**config.mk**
```make
export PLATFORM = sky130hd
export DESIGN_NAME = diff_drive_odometry_core
export DESIGN_NICKNAME = d
export VERILOG_FILES = /design/src/sv/odo_pkg.sv /design/src/sv/odo_mul.sv /design/src/sv/odo_cordic.sv /design/src/sv/diff_drive_odometry_core.sv
export SDC_FILE = /design/constraint.sdc
export NUM_CORES = 2
export LEC_CHECK = 0
export BUFFER_PORTS_ARGS = -buffer_cell sky130_fd_sc_hd__buf_2
export CAP_MARGIN = 20
export CELL_PAD_IN_SITES_DETAIL_PLACEMENT = 0
export CELL_PAD_IN_SITES_GLOBAL_PLACEMENT = 1
export CORE_MARGIN = 1
export CORE_UTILIZATION = 54
export CTS_CLUSTER_SIZE = 16
export DETAILED_ROUTE_END_ITERATION = 8
export PLACE_DENSITY_LB_ADDON = 0.2
export SYNTH_ARGS = -nofsm -noshare
export SYNTH_HDL_FRONTEND = slang
export SYNTH_SLANG_ARGS = --single-unit
```
**constraint.sdc**
```tcl
create_clock -name clk -period 23.4 [get_ports clk]
set_input_delay 1.17 -clock clk [delete_from_list [all_inputs] [get_ports clk]]
set_output_delay 1.17 -clock clk [all_outputs]
set_load 0.01 [all_outputs]
```
**src/sv/odo_pkg.sv**
```systemverilog
// ----------------------------------------------------------------------------
// odo_pkg
// Shared constants, register indexes and the CORDIC arctangent table for the
// differential-drive odometry core.
// ----------------------------------------------------------------------------
package odo_pkg;

    // configuration register indexes
    localparam logic REG_MM_PER_PULSE   = 1'b0;
    localparam logic REG_INV_WHEEL_BASE = 1'b1;

    localparam logic [31:0] MM_PER_PULSE_RST   = 32'd7561700;
    localparam logic [31:0] INV_WHEEL_BASE_RST = 32'd9336885;

    // serial multiplier: wide multiplicand, narrow serial multiplier
    localparam int MUL_A_W = 50;
    localparam int MUL_B_W = 34;
    localparam int MUL_P_W = MUL_A_W + MUL_B_W;

    // angle constants, Q.32 radians
    localparam logic [35:0] Q32_TWO_PI  = 36'd26986075409;
    localparam logic [35:0] Q32_PI      = 36'd13493037705;
    localparam logic [35:0] Q32_HALF_PI = 36'd6746518852;

    // 572.9578 in Q16.16 (radians to tenths of a degree)
    localparam logic signed [33:0] HEADING_K = 34'sd37549362;

    // CORDIC start value, reciprocal gain in Q.30
    localparam logic signed [33:0] CORDIC_X0 = 34'sd652032874;

    function automatic logic [31:0] atan_entry(input logic [4:0] i);
        logic [31:0] v;
        begin
            case (i)
                5'd0:  v = 32'd843314856;
                5'd1:  v = 32'd497837829;
                5'd2:  v = 32'd263043836;
                5'd3:  v = 32'd133525158;
                5'd4:  v = 32'd67021686;
                5'd5:  v = 32'd33543515;
                5'd6:  v = 32'd16775850;
                5'd7:  v = 32'd8388437;
                5'd8:  v = 32'd4194282;
                5'd9:  v = 32'd2097149;
                5'd31: v = 32'd0;
                default: v = (32'd1 << (5'd30 - i)) - 32'd1;
            endcase
            return v;
        end
    endfunction

endpackage

```
**src/sv/odo_mul.sv**
```systemverilog
// ----------------------------------------------------------------------------
// odo_mul
// Bit-serial signed shift-add multiplier: one multiplier bit per cycle,
// lowest bit first, the top bit carrying negative weight.
// ----------------------------------------------------------------------------
module odo_mul
(
    input  logic                                 clk,
    input  logic                                 rst_n,
    input  logic                                 start,
    input  logic signed [odo_pkg::MUL_A_W-1:0]   a,
    input  logic signed [odo_pkg::MUL_B_W-1:0]   b,
    output logic                                 done,
    output logic signed [odo_pkg::MUL_P_W-1:0]   prod
);

    localparam int AW = odo_pkg::MUL_A_W;
    localparam int BW = odo_pkg::MUL_B_W;
    localparam int CW = $clog2(BW);

    logic                 busy_reg;
    logic                 done_reg;
    logic [CW-1:0]        cnt_reg;
    logic signed [AW-1:0] a_reg;
    logic [BW-1:0]        b_reg;
    logic signed [AW+1:0] acc_reg;
    logic [BW-1:0]        lo_reg;

    logic signed [AW+1:0] a_ext;
    logic signed [AW+1:0] addend;
    logic signed [AW+1:0] acc_next;
    logic                 last;

    assign last  = (cnt_reg == CW'(BW - 1));
    assign a_ext = {{2{a_reg[AW-1]}}, a_reg};

    always_comb
    begin
        if (b_reg[0])
            addend = last ? -a_ext : a_ext;
        else
            addend = '0;
        acc_next = acc_reg + addend;
    end

    always_ff @(posedge clk or negedge rst_n)
    begin
        if (!rst_n)
        begin
            busy_reg <= 1'b0;
            done_reg <= 1'b0;
            cnt_reg  <= '0;
        end
        else
        begin
            done_reg <= busy_reg && last && !start;
            if (start)
            begin
                busy_reg <= 1'b1;
                cnt_reg  <= '0;
            end
            else if (busy_reg)
            begin
                cnt_reg <= cnt_reg + 1'b1;
                if (last)
                    busy_reg <= 1'b0;
            end
        end
    end

    always_ff @(posedge clk)
    begin
        if (start)
        begin
            a_reg   <= a;
            b_reg   <= b;
            acc_reg <= '0;
            lo_reg  <= '0;
        end
        else if (busy_reg)
        begin
            acc_reg <= acc_next >>> 1;
            lo_reg  <= {acc_next[0], lo_reg[BW-1:1]};
            b_reg   <= b_reg >> 1;
        end
    end

    assign done = done_reg;
    assign prod = {acc_reg[AW-1:0], lo_reg};

endmodule

```
**src/sv/odo_cordic.sv**
```systemverilog
// ----------------------------------------------------------------------------
// odo_cordic
// Reduces a Q.32 radian angle modulo 2*pi one quotient bit per cycle, folds
// it into [-pi/2, pi/2] and runs iterative rotation-mode CORDIC for cos/sin.
// ----------------------------------------------------------------------------
module odo_cordic
#(
    parameter int CORDIC_STEPS = 16
)
(
    input  logic               clk,
    input  logic               rst_n,
    input  logic               start,
    input  logic signed [49:0] angle,
    output logic               valid,
    output logic signed [33:0] cos_val,
    output logic signed [33:0] sin_val
);

    localparam int SW = $clog2(CORDIC_STEPS + 1);

    typedef enum logic [1:0] {C_IDLE, C_RED, C_FOLD, C_ROT} phase_t;

    phase_t            phase_reg;
    logic [5:0]        cnt_reg;
    logic [SW-1:0]     step_reg;
    logic              valid_reg;
    logic              neg_reg;
    logic              flip_reg;
    logic [35:0]       rem_reg;
    logic [34:0]       sh_reg;
    logic signed [33:0] x_reg;
    logic signed [33:0] y_reg;
    logic signed [34:0] z_reg;
    logic signed [33:0] cos_reg;
    logic signed [33:0] sin_reg;

    logic [49:0]        mag;
    logic [35:0]        cand;
    logic signed [36:0] r0;
    logic signed [36:0] r1;
    logic signed [36:0] r2;
    logic               flip;
    logic signed [33:0] xs;
    logic signed [33:0] ys;
    logic signed [34:0] at;
    logic [4:0]         idx;

    assign mag  = angle[49] ? 50'(-angle) : angle;
    assign cand = {rem_reg[34:0], sh_reg[34]};

    // fold the remainder into the half-turn either side of zero, then into the quarter-turn
    always_comb
    begin
        if (neg_reg && (rem_reg != '0))
            r0 = $signed({1'b0, odo_pkg::Q32_TWO_PI}) - $signed({1'b0, rem_reg});
        else
            r0 = $signed({1'b0, rem_reg});
        if (r0 > $signed({1'b0, odo_pkg::Q32_PI}))
            r1 = r0 - $signed({1'b0, odo_pkg::Q32_TWO_PI});
        else
            r1 = r0;
        flip = 1'b0;
        r2   = r1;
        if (r1 > $signed({1'b0, odo_pkg::Q32_HALF_PI}))
        begin
            r2   = r1 - $signed({1'b0, odo_pkg::Q32_PI});
            flip = 1'b1;
        end
        else if (r1 < -$signed({1'b0, odo_pkg::Q32_HALF_PI}))
        begin
            r2   = r1 + $signed({1'b0, odo_pkg::Q32_PI});
            flip = 1'b1;
        end
    end

    assign idx = 5'(step_reg);
    assign xs  = x_reg >>> idx;
    assign ys  = y_reg >>> idx;
    assign at  = $signed({3'b000, odo_pkg::atan_entry(idx)});

    always_ff @(posedge clk or negedge rst_n)
    begin
        if (!rst_n)
        begin
            phase_reg <= C_IDLE;
            cnt_reg   <= '0;
            step_reg  <= '0;
            valid_reg <= 1'b0;
        end
        else
        begin
            case (phase_reg)
                C_IDLE:
                begin
                    if (start)
                    begin
                        phase_reg <= C_RED;
                        cnt_reg   <= '0;
                        valid_reg <= 1'b0;
                    end
                end
                C_RED:
                begin
                    cnt_reg <= cnt_reg + 1'b1;
                    if (cnt_reg == 6'd34)
                        phase_reg <= C_FOLD;
                end
                C_FOLD:
                begin
                    phase_reg <= C_ROT;
                    step_reg  <= '0;
                end
                C_ROT:
                begin
                    step_reg <= step_reg + 1'b1;
                    if (step_reg == SW'(CORDIC_STEPS - 1))
                    begin
                        phase_reg <= C_IDLE;
                        valid_reg <= 1'b1;
                    end
                end
                default: phase_reg <= C_IDLE;
            endcase
        end
    end

    always_ff @(posedge clk)
    begin
        case (phase_reg)
            C_IDLE:
            begin
                if (start)
                begin
                    neg_reg <= angle[49];
                    rem_reg <= {21'd0, mag[49:35]};
                    sh_reg  <= mag[34:0];
                end
            end
            C_RED:
            begin
                rem_reg <= (cand >= odo_pkg::Q32_TWO_PI) ? cand - odo_pkg::Q32_TWO_PI : cand;
                sh_reg  <= {sh_reg[33:0], 1'b0};
            end
            C_FOLD:
            begin
                flip_reg <= flip;
                z_reg    <= 35'(r2 >>> 2);
                x_reg    <= odo_pkg::CORDIC_X0;
                y_reg    <= '0;
            end
            C_ROT:
            begin
                if (!z_reg[34])
                begin
                    x_reg <= x_reg - ys;
                    y_reg <= y_reg + xs;
                    z_reg <= z_reg - at;
                end
                else
                begin
                    x_reg <= x_reg + ys;
                    y_reg <= y_reg - xs;
                    z_reg <= z_reg + at;
                end
                if (step_reg == SW'(CORDIC_STEPS - 1))
                begin
                    cos_reg <= flip_reg ? -(x_reg + (z_reg[34] ? ys : -ys))
                                        :  (x_reg + (z_reg[34] ? ys : -ys));
                    sin_reg <= flip_reg ? -(y_reg + (z_reg[34] ? -xs : xs))
                                        :  (y_reg + (z_reg[34] ? -xs : xs));
                end
            end
            default: ;
        endcase
    end

    assign valid   = valid_reg;
    assign cos_val = cos_reg;
    assign sin_val = sin_reg;

endmodule

```
**src/sv/diff_drive_odometry_core.sv**
```systemverilog
// ----------------------------------------------------------------------------
// diff_drive_odometry_core
// Each sample runs three serial multiplies, then angle reduction and CORDIC that
//   hide the heading multiply, then two more multiplies, then a load of the
//   output register. A new sample is accepted only once the previous result
//   has been loaded into the output register.
// Reset: asynchronous, active low; clears sums, last counts and registers to
//   their defaults. A finished item waits in the output register.
// ----------------------------------------------------------------------------
module diff_drive_odometry_core
#(
    parameter int CORDIC_STEPS = 16
)
(
    input  logic         clk,
    input  logic         rst_n,
    input  logic         s_tvalid,
    output logic         s_tready,
    input  logic [31:0]  s_tdata,   // left_count[15:0], right_count[31:16]
    output logic         m_tvalid,
    input  logic         m_tready,
    output logic [143:0] m_tdata,   // x_total[47:0], y_total[95:48], heading_total[143:96]
    input  logic         cfg_we,
    input  logic [0:0]   cfg_addr,
    input  logic [31:0]  cfg_wdata
);

    localparam int AW = odo_pkg::MUL_A_W;
    localparam int BW = odo_pkg::MUL_B_W;
    localparam int PW = odo_pkg::MUL_P_W;

    typedef enum logic [3:0] {
        S_IDLE, S_SUM, S_DIFF, S_ANG, S_HEAD, S_CS, S_MX, S_MY, S_OUT
    } state_t;

    state_t               state_reg;
    logic [31:0]          mpp_reg;
    logic [31:0]          iwb_reg;
    logic [15:0]          last_left_reg;
    logic [15:0]          last_right_reg;
    logic [47:0]          x_acc_reg;
    logic [47:0]          y_acc_reg;
    logic [47:0]          h_acc_reg;
    logic                 m_valid_reg;
    logic [143:0]         m_data_reg;
    logic                 mul_start_reg;
    logic                 cs_start_reg;
    logic signed [AW-1:0] mul_a_reg;
    logic signed [BW-1:0] mul_b_reg;
    logic signed [17:0]   diff_reg;
    logic signed [32:0]   mean_reg;
    logic signed [49:0]   angle_reg;

    logic                 m_valid_next;
    logic                 mul_start_next;
    logic                 cs_start_next;
    logic                 out_load;

    logic                 mul_done;
    logic signed [PW-1:0] mul_prod;
    logic                 cs_valid;
    logic signed [33:0]   cos_val;
    logic signed [33:0]   sin_val;

    logic [15:0]          dl16;
    logic [15:0]          dr16;
    logic signed [17:0]   sum_w;
    logic signed [17:0]   diff_w;
    logic                 in_acc;
    logic signed [AW-1:0] mpp_ext;
    logic signed [AW-1:0] mean_ext;

    assign dl16     = s_tdata[15:0] - last_left_reg;
    assign dr16     = s_tdata[31:16] - last_right_reg;
    assign sum_w    = 18'($signed(dl16)) + 18'($signed(dr16));
    assign diff_w   = 18'($signed(dr16)) - 18'($signed(dl16));
    assign in_acc   = s_tvalid && s_tready;
    assign mpp_ext  = $signed({18'd0, mpp_reg});
    assign mean_ext = AW'(mean_reg);

    assign s_tready = (state_reg == S_IDLE);
    assign m_tvalid = m_valid_reg;
    assign m_tdata  = m_data_reg;

    always_comb
    begin
        out_load = (state_reg == S_OUT) && (!m_valid_reg || m_tready);
        if (out_load)
            m_valid_next = 1'b1;
        else if (m_tready)
            m_valid_next = 1'b0;
        else
            m_valid_next = m_valid_reg;
        mul_start_next = ((state_reg == S_IDLE) && in_acc)
                      || (((state_reg == S_SUM) || (state_reg == S_DIFF)
                        || (state_reg == S_ANG) || (state_reg == S_MX)) && mul_done)
                      || ((state_reg == S_CS) && cs_valid);
        cs_start_next  = (state_reg == S_ANG) && mul_done;
    end

    odo_mul u_mul
    (
        .clk   (clk),
        .rst_n (rst_n),
        .start (mul_start_reg),
        .a     (mul_a_reg),
        .b     (mul_b_reg),
        .done  (mul_done),
        .prod  (mul_prod)
    );

    odo_cordic #(.CORDIC_STEPS(CORDIC_STEPS)) u_cordic
    (
        .clk     (clk),
        .rst_n   (rst_n),
        .start   (cs_start_reg),
        .angle   (angle_reg),
        .valid   (cs_valid),
        .cos_val (cos_val),
        .sin_val (sin_val)
    );

    always_ff @(posedge clk or negedge rst_n)
    begin
        if (!rst_n)
        begin
            state_reg      <= S_IDLE;
            mpp_reg        <= odo_pkg::MM_PER_PULSE_RST;
            iwb_reg        <= odo_pkg::INV_WHEEL_BASE_RST;
            last_left_reg  <= '0;
            last_right_reg <= '0;
            x_acc_reg      <= '0;
            y_acc_reg      <= '0;
            h_acc_reg      <= '0;
            m_valid_reg    <= 1'b0;
            mul_start_reg  <= 1'b0;
            cs_start_reg   <= 1'b0;
        end
        else
        begin
            mul_start_reg <= mul_start_next;
            cs_start_reg  <= cs_start_next;
            m_valid_reg   <= m_valid_next;
            if (cfg_we)
            begin
                case (cfg_addr)
                    odo_pkg::REG_MM_PER_PULSE:   mpp_reg <= cfg_wdata;
                    odo_pkg::REG_INV_WHEEL_BASE: iwb_reg <= cfg_wdata;
                    default: ;
                endcase
            end
            case (state_reg)
                S_IDLE:
                begin
                    if (in_acc)
                    begin
                        last_left_reg  <= s_tdata[15:0];
                        last_right_reg <= s_tdata[31:16];
                        state_reg      <= S_SUM;
                    end
                end
                S_SUM:
                    if (mul_done)
                        state_reg <= S_DIFF;
                S_DIFF:
                    if (mul_done)
                        state_reg <= S_ANG;
                S_ANG:
                    if (mul_done)
                        state_reg <= S_HEAD;
                S_HEAD:
                    if (mul_done)
                    begin
                        h_acc_reg <= h_acc_reg + mul_prod[79:32];
                        state_reg <= S_CS;
                    end
                S_CS:
                    if (cs_valid)
                        state_reg <= S_MX;
                S_MX:
                    if (mul_done)
                    begin
                        x_acc_reg <= x_acc_reg + mul_prod[77:30];
                        state_reg <= S_MY;
                    end
                S_MY:
                    if (mul_done)
                    begin
                        y_acc_reg <= y_acc_reg + mul_prod[77:30];
                        state_reg <= S_OUT;
                    end
                S_OUT:
                    if (out_load)
                        state_reg <= S_IDLE;
                default: state_reg <= S_IDLE;
            endcase
        end
    end

    // operands and intermediate values
    always_ff @(posedge clk)
    begin
        case (state_reg)
            S_IDLE:
                if (in_acc)
                begin
                    diff_reg  <= diff_w;
                    mul_a_reg <= mpp_ext;
                    mul_b_reg <= BW'(sum_w);
                end
            S_SUM:
                if (mul_done)
                begin
                    mean_reg  <= mul_prod[49:17];
                    mul_a_reg <= mpp_ext;
                    mul_b_reg <= BW'(diff_reg);
                end
            S_DIFF:
                if (mul_done)
                begin
                    mul_a_reg <= AW'($signed(mul_prod[49:16]));
                    mul_b_reg <= $signed({2'b00, iwb_reg});
                end
            S_ANG:
                if (mul_done)
                begin
                    angle_reg <= mul_prod[65:16];
                    mul_a_reg <= mul_prod[65:16];
                    mul_b_reg <= odo_pkg::HEADING_K;
                end
            S_CS:
                if (cs_valid)
                begin
                    mul_a_reg <= mean_ext;
                    mul_b_reg <= cos_val;
                end
            S_MX:
                if (mul_done)
                begin
                    mul_a_reg <= mean_ext;
                    mul_b_reg <= -sin_val;
                end
            S_OUT:
                if (out_load)
                    m_data_reg <= {h_acc_reg, y_acc_reg, x_acc_reg};
            default: ;
        endcase
    end

    a_accept_leaves_idle: assert property (@(posedge clk) disable iff (!rst_n)
        in_acc |=> (state_reg == S_SUM))
        else $error("accepted item did not start the sequence");

    a_no_start_on_done: assert property (@(posedge clk) disable iff (!rst_n)
        mul_done |-> !mul_start_reg)
        else $error("multiplier restarted while finishing");

    a_cs_ready_for_x: assert property (@(posedge clk) disable iff (!rst_n)
        (state_reg == S_MX) |-> cs_valid)
        else $error("x step began before cos/sin were ready");

    a_out_from_seq: assert property (@(posedge clk) disable iff (!rst_n)
        $rose(m_valid_reg) |-> $past(state_reg == S_OUT))
        else $error("result shown outside the output step");

endmodule

```
# --- Word-level counts from Yosys, hierarchy flattened ---
# Cells that the tools add are included.
op_classes:
  muxes: 67
  magnitude_cmp: 4
  shifts: 3
  bitwise_logic: 1
  n_reduce_logical: 43
  n_addsub: 33
  n_eq_ne: 36
ops:
  columns: ["cell", "n"]
  rows:
  - ["$mux 34", 14]
  - ["$pmux 32 s11", 1]
  - ["$mux 50", 7]
  - ["$pmux 50 s6", 1]
  - ["$pmux 34 s6", 1]
  - ["$neg 34->34", 5]
  - ["$mux 37", 4]
  - ["$add 48x48->48", 3]
  - ["$pmux 35 s2", 2]
  - ["$add 34x34->34", 4]
  - ["$pmux 34 s2", 2]
  - ["$mux 52", 2]
  - ["$mux 36", 2]
  - ["$pmux 36 s2", 1]
  - ["$mux 35", 2]
  - ["$sshr 34x5->34", 2]
  - ["$sub 34x34->34", 2]
  - ["$add 51x52->52", 1]
  - ["$neg 50->52", 1]
  - ["$neg 50->50", 1]
  - ["$add 37x35->37 const B", 1]
  - ["$gt 37x34->1 const B", 1]
  - ["$gt 37x35->1 const B", 1]
  - ["$lt 37x34->1 const B", 1]
  - ["other kinds (52)", 125]
totals:
  register_bits: 1011
  in_bits: 70
  output_inout_bits: 146
  elab_cells: 224

# --- Logic depth before layout (Yosys ltp) ---
logic_depth:
  depth_word: 9
  depth_mapped: 37
  depth_no_buf: 32

# --- By module ---
# From an unflattened synthesis, not the netlist that was laid out.
hier_totals:
  cells_unflattened: 7848
  area_unflattened_um2: 73377.9
by_module_without_submodules:
  columns: ["mod", "area_per_inst_um2", "cells_each", "instances", "seq_area_each_um2"]
  rows:
  - ["diff_drive_odometry_core", 31306.3, 2938, 1, 16060.4]
  - ["odo_cordic", 31188.7, 3800, 1, 7677.4]
  - ["odo_mul", 10882.9, 1110, 1, 4424.2]

# --- Worst setup path after synthesis ---
# OpenSTA, ideal clock, no wires.
synth_timing:
  path_kind: "reg2reg"
  from: "reg u_cordic.step_reg[0], in the netlist u_cordic.idx[0]"
  to: "reg u_cordic.z_reg[33], data pin"
  arrival_time_ns: 8.165
  path_stages_with_launch: 37
  n_path_buf: 7
  setup_time_ns: 0.262
  synth_period_minus_slack_ns: 8.427
  required_ns: 23.138
  path_slack_ns: 14.973
  path_cell_list: "dfrtp_1 -> buf_2 -> buf_2 -> buf_2 -> buf_2 -> buf_2 -> buf_1 -> nand2_1 -> xnor2_1 -> nand2b_1 -> o21ai_1 -> nand3_1 -> ha_1 -> xor2_1 -> o21ai_0 -> nor2_1 -> nor2_1 -> clkbuf_1 -> xnor2_1 -> ha_1 -> a21o_1 -> a31oi_1 -> nand2b_1 -> a31oi_1 -> o41a_1 -> a31o_2 -> a31o_2 -> a21o_1 -> a21oi_1 -> o21ai_0 -> o221ai_1 -> o21ai_0 -> o41ai_1 -> o21ai_0 -> xor2_1 -> nand2_1 -> o21ai_1"
synth_between:
  elab_chain_len: 7
  elab_cells_between_ends: 19
  classes_between: "add/sub: 4; eq/ne: 10; shift: 1; mux: 3; reduce/logical: 1"
synth_rtl:
  columns: ["item", "line", "text"]
  rows:
  - ["start, declared", "odo_cordic.sv:26", "logic [SW-1:0] step_reg;"]
  - ["start signal, assigned", "odo_cordic.sv:116", "step_reg <= step_reg + 1'b1;"]
  - ["$sub 5x5->5", "odo_pkg.sv:46", "default: v = (32'd1 << (5'd30 - i)) - 32'd1;"]
  - ["$shl 1x5->32", "odo_pkg.sv:46", null]
  - ["$sub 32x1->32", "odo_pkg.sv:46", null]
  - ["$pmux 32 s11 *", "odo_pkg.sv:34", "case (i)"]
  - ["$sub 35x33->35 or $add 35x33->35 (tied branches)", "odo_cordic.sv:158, odo_cordic.sv:164", null]
  - ["$mux 35 *", "odo_cordic.sv:154", "if (!z_reg[34])"]
  - ["$pmux 35 s2 *", "odo_cordic.sv:130", "case (phase_reg)"]
  - ["end signal, assigned", "odo_cordic.sv:148", "z_reg <= 35'(r2 >>> 2);"]
  - ["end signal, assigned", "odo_cordic.sv:158", "z_reg <= z_reg - at;"]
  - ["end signal, assigned", "odo_cordic.sv:164", "z_reg <= z_reg + at;"]
  - ["end, declared", "odo_cordic.sv:34", "logic signed [34:0] z_reg;"]
# Mark *: on every way between the ends. The rest lies on a longest branch, timed or not.
# A chain may end at the register's enable or synchronous reset.

# --- Worst setup path after layout ---
layout_timing:
  from: "reg u_cordic.step_reg[1], in the netlist u_cordic.idx[1]"
  to: "reg u_cordic.z_reg[33], data pin"
# The elaborated chain is that of the path after synthesis.

==> reports/qor.csv <==
stage,metric,value,unit
routing,vias per inst,6.10,
timing,final period utilization,38.8,%
setup_path,crit start category,flip-flop,
setup_path,critical path launch point,u_cordic.idx[1],
timing,Final Hold Fails,0,
setup_path,"most used cell, CP",o21ai_0,
timing,Hold Slack,407,ps
floorplan,die area,131000,µm²
setup_path,Worst path slowest cell,dfrtp_4,
setup_path,max incr delay on CP,1070,ps
setup_path,worst reg2reg path endpoint,u_cordic.z_reg[33],
yosys,Most used DFF post-synth,edfxtp_1,
setup_path,worst r2r src,u_cordic.idx[1],
clocking,clk slew on worst S/H paths,70,ps
global_route,grt ovf,0,
timing,setup violators final,0,
global_route,vias in the first global route,52900,
yosys,Syn Inst Count,7409,
timing,RSZ-0062 raised after global routing,false,
global_route,antenna violations before repair,16,
clocking,number of CTS-inserted buffers,106,
timing,setup TNS,0,ps
setup_path,WP data arrival,9490,ps
clocking,clk sink count,994,
floorplan,row count,131,
routing,Total Wirelength,196000,µm
cells_and_area,Syn-to-layout area delta,9.13,%
setup_path,Setup CP Type,reg -> reg,
placed_design,post-DP HPWL,145000,µm
timing,highest clock rate,110,MHz
clocking,CTS Hold Bufs,0,
floorplan,CORE AREA,128000,µm²
cells_and_area,layout cell share with drive strength beyond 1,10.5,%
floorplan,Starting Density,54.6,%
global_route,Tot GR Track Use,29.4,%
yosys,post-synth net total,7907,
hold_path,HP Start,mul_a_reg[7],
timing,Tmin final,9070,ps
yosys,Synth Cell Area,69800,µm²
hold_path,hold path endpoint,u_mul.a_reg[7],
cells_and_area,max FFs per register,144,
routing,First DRT Iteration DRCs,5231,
cells_and_area,post-route insts no fill,9239,
run_status,outcome,"finished, final reports clean",
clocking,clock latency at the later pin of the worst-skew pair,720,ps
clocking,H-Tree Depth,3,
yosys,asr flop ratio synth,27.1,%
cells_and_area,Final nets,7976,
yosys,warnings from Yosys,0,
run,number of max-cap violations,0,
clocking,CTS root buf,clkbuf_16,
setup_path,Reg2Reg Setup Slack,14330,ps
routing,via total after detailed routing,56300,
setup_path,crit end category,flip-flop,
floorplan,I/O Pins,216,
placed_design,post-placement cell count,9030,
floorplan,Die X,362,µm
clocking,CTS tree,done,
cells_and_area,final core utilization,59.6,%
floorplan,Die Y,362,µm
setup_path,worst-path fanout max,78,
placed_design,gp weighted congestion,0.978,
cells_and_area,Fillers,11000,
timing,Final Skew,41.7,ps
timing,slew margin rel.,29.4,%
global_route,largest net degree at the start of global routing,104,
placed_design,Port Buffers,215,
timing,Final Slew Violations,0,
hold_path,Worst Hold Class,reg -> reg,
clocking,# Post-CTS Setup Buffers,0,
routing,DRC viols,0,
global_route,first-pass GRT wire length,303000,µm
setup_path,Critical Path RT,23820,ps
yosys,post-synthesis cell type count,117,
clocking,PostCTS Resize Cnt,0,
yosys,post-synthesis register bit count,994,
yosys,"Seq/Total Area, Yosys",39.9,%
yosys,Syn Area/Cell,9.43,µm²
setup_path,worst reg2reg path depth,29,
routing,drt wl/cell,21.2,µm
routing,DR pass1 iterations,9,
routing,remaining antenna violation count after routing,0,
yosys,Post-synth EDFFs,656,
timing,Worst Tran Pin Value,1060,ps
hold_path,worst hold path depth,0,
clocking,CTS max path bufs,3,
==> metrics by stage <==
step	cell area (µm²)	setup WS [ps]
2_1_floorplan	69800	14970
3_3_place_gp	72300	14540
5_1_grt	76200	13620
4_1_cts	76200	14420
3_5_place_dp	72400	14430
6_report	76200	14330
==> cells in the final DEF, fill, tap and decap left out, types with 75 or more instances in the layout <==
cell type / instances
xnor2_1: 464
nand3_1: 142
nor2b_1: 75
ha_1: 414
or3_1: 108
nor2_1: 558
o31ai_1: 95
and2_1: 108
edfxtp_1: 656
inv_1: 237
nand2_1: 840
mux2_2: 128
mux2i_1: 96
a21oi_1: 447
dfrtp_1: 238
o21ai_0: 530
nand2b_1: 104
a31oi_1: 85
clkbuf_16: 113
a21o_1: 129
xor2_1: 296
buf_2: 214
nor3_1: 178
==> cells by family after synthesis <==
group	share of synthesized area, %
DFF	39.9
xor gates and xnor gates	9.58
muxes	5.12
adders and majority gates	7.80
AOI/OAI and AO/OA	17.8
buffers and inverters	3.18
and+or+nand+nor	16.6
==> final cells by class <==
cell class              count  area [µm²]  share of cell area (%)
inverters                 243         915                    1.20
clock buffers             144        3090                    4.06
flip-flops and latches    994       27900                    36.6
multi-input cells        5849       39900                    52.4
repair buffers            284        1620                    2.13
well taps                1662        2080                    2.73
diodes                      5        12.5                  0.0164
clock inverters            58         724                   0.951
==> cell usage after synthesis, types with 74 or more instances <==
cell type	instances	area [µm²]
clkbuf_1	220	826
nand2b_1	104	651
nor2b_1	78	488
o21ai_0	531	2660
nor3_1	179	896
xor2_1	296	2590
a21o_1	129	968
a21oi_1	449	2250
nor2_1	562	2110
o31ai_1	95	713
ha_1	416	5200
and2_1	109	682
or3_1	109	682
edfxtp_1	656	19700
mux2i_1	96	961
inv_1	240	901
nand2_1	842	3160
dfrtp_1	245	6130
o21a_1	74	556
nand3_1	143	716
mux2_2	128	1440
a31oi_1	85	532
xnor2_1	464	4060
==> worst max path at each step <==
stage | to | slack [ps] | cells after the start
4_1_cts | u_cordic.sin_val[33] | 14420 | 30
5_1_grt | u_cordic.z_reg[33] | 13620 | 30
3_3_place_gp | u_cordic.sin_val[32] | 14540 | 29
2_1_floorplan | u_cordic.z_reg[33] | 14970 | 36
6_report | u_cordic.z_reg[33] | 14330 | 29
3_5_place_dp | u_cordic.sin_val[33] | 14430 | 30
==> routing by layer <==
layer / wire length [µm] / up-vias / GRT usage, % / part of all wire (%)
met5: 53 / - / 0 / 0.027
met4: 8530 / 10 / 12.4 / 4.3
met3: 12500 / 377 / 3.80 / 6.4
met2: 89200 / 1847 / 46.9 / 45
met1: 85900 / 26800 / 40.1 / 44
li1: - / 27300 / - / -
==> worst max-delay path, delay by kind of cell, from the launching register on <==
family                     cells  cell delay [ps]
AOI/OAI and AO/OA             18             5080
adders and majority gates      2              640
buffers and inverters          2              510
and+or+nand+nor                5             1050
DFF                            1             1070
xor gates and xnor gates       2              360
Power is not shown: default switching activity piles up to over one toggle a cycle in this logic, so the estimate is an artifact.
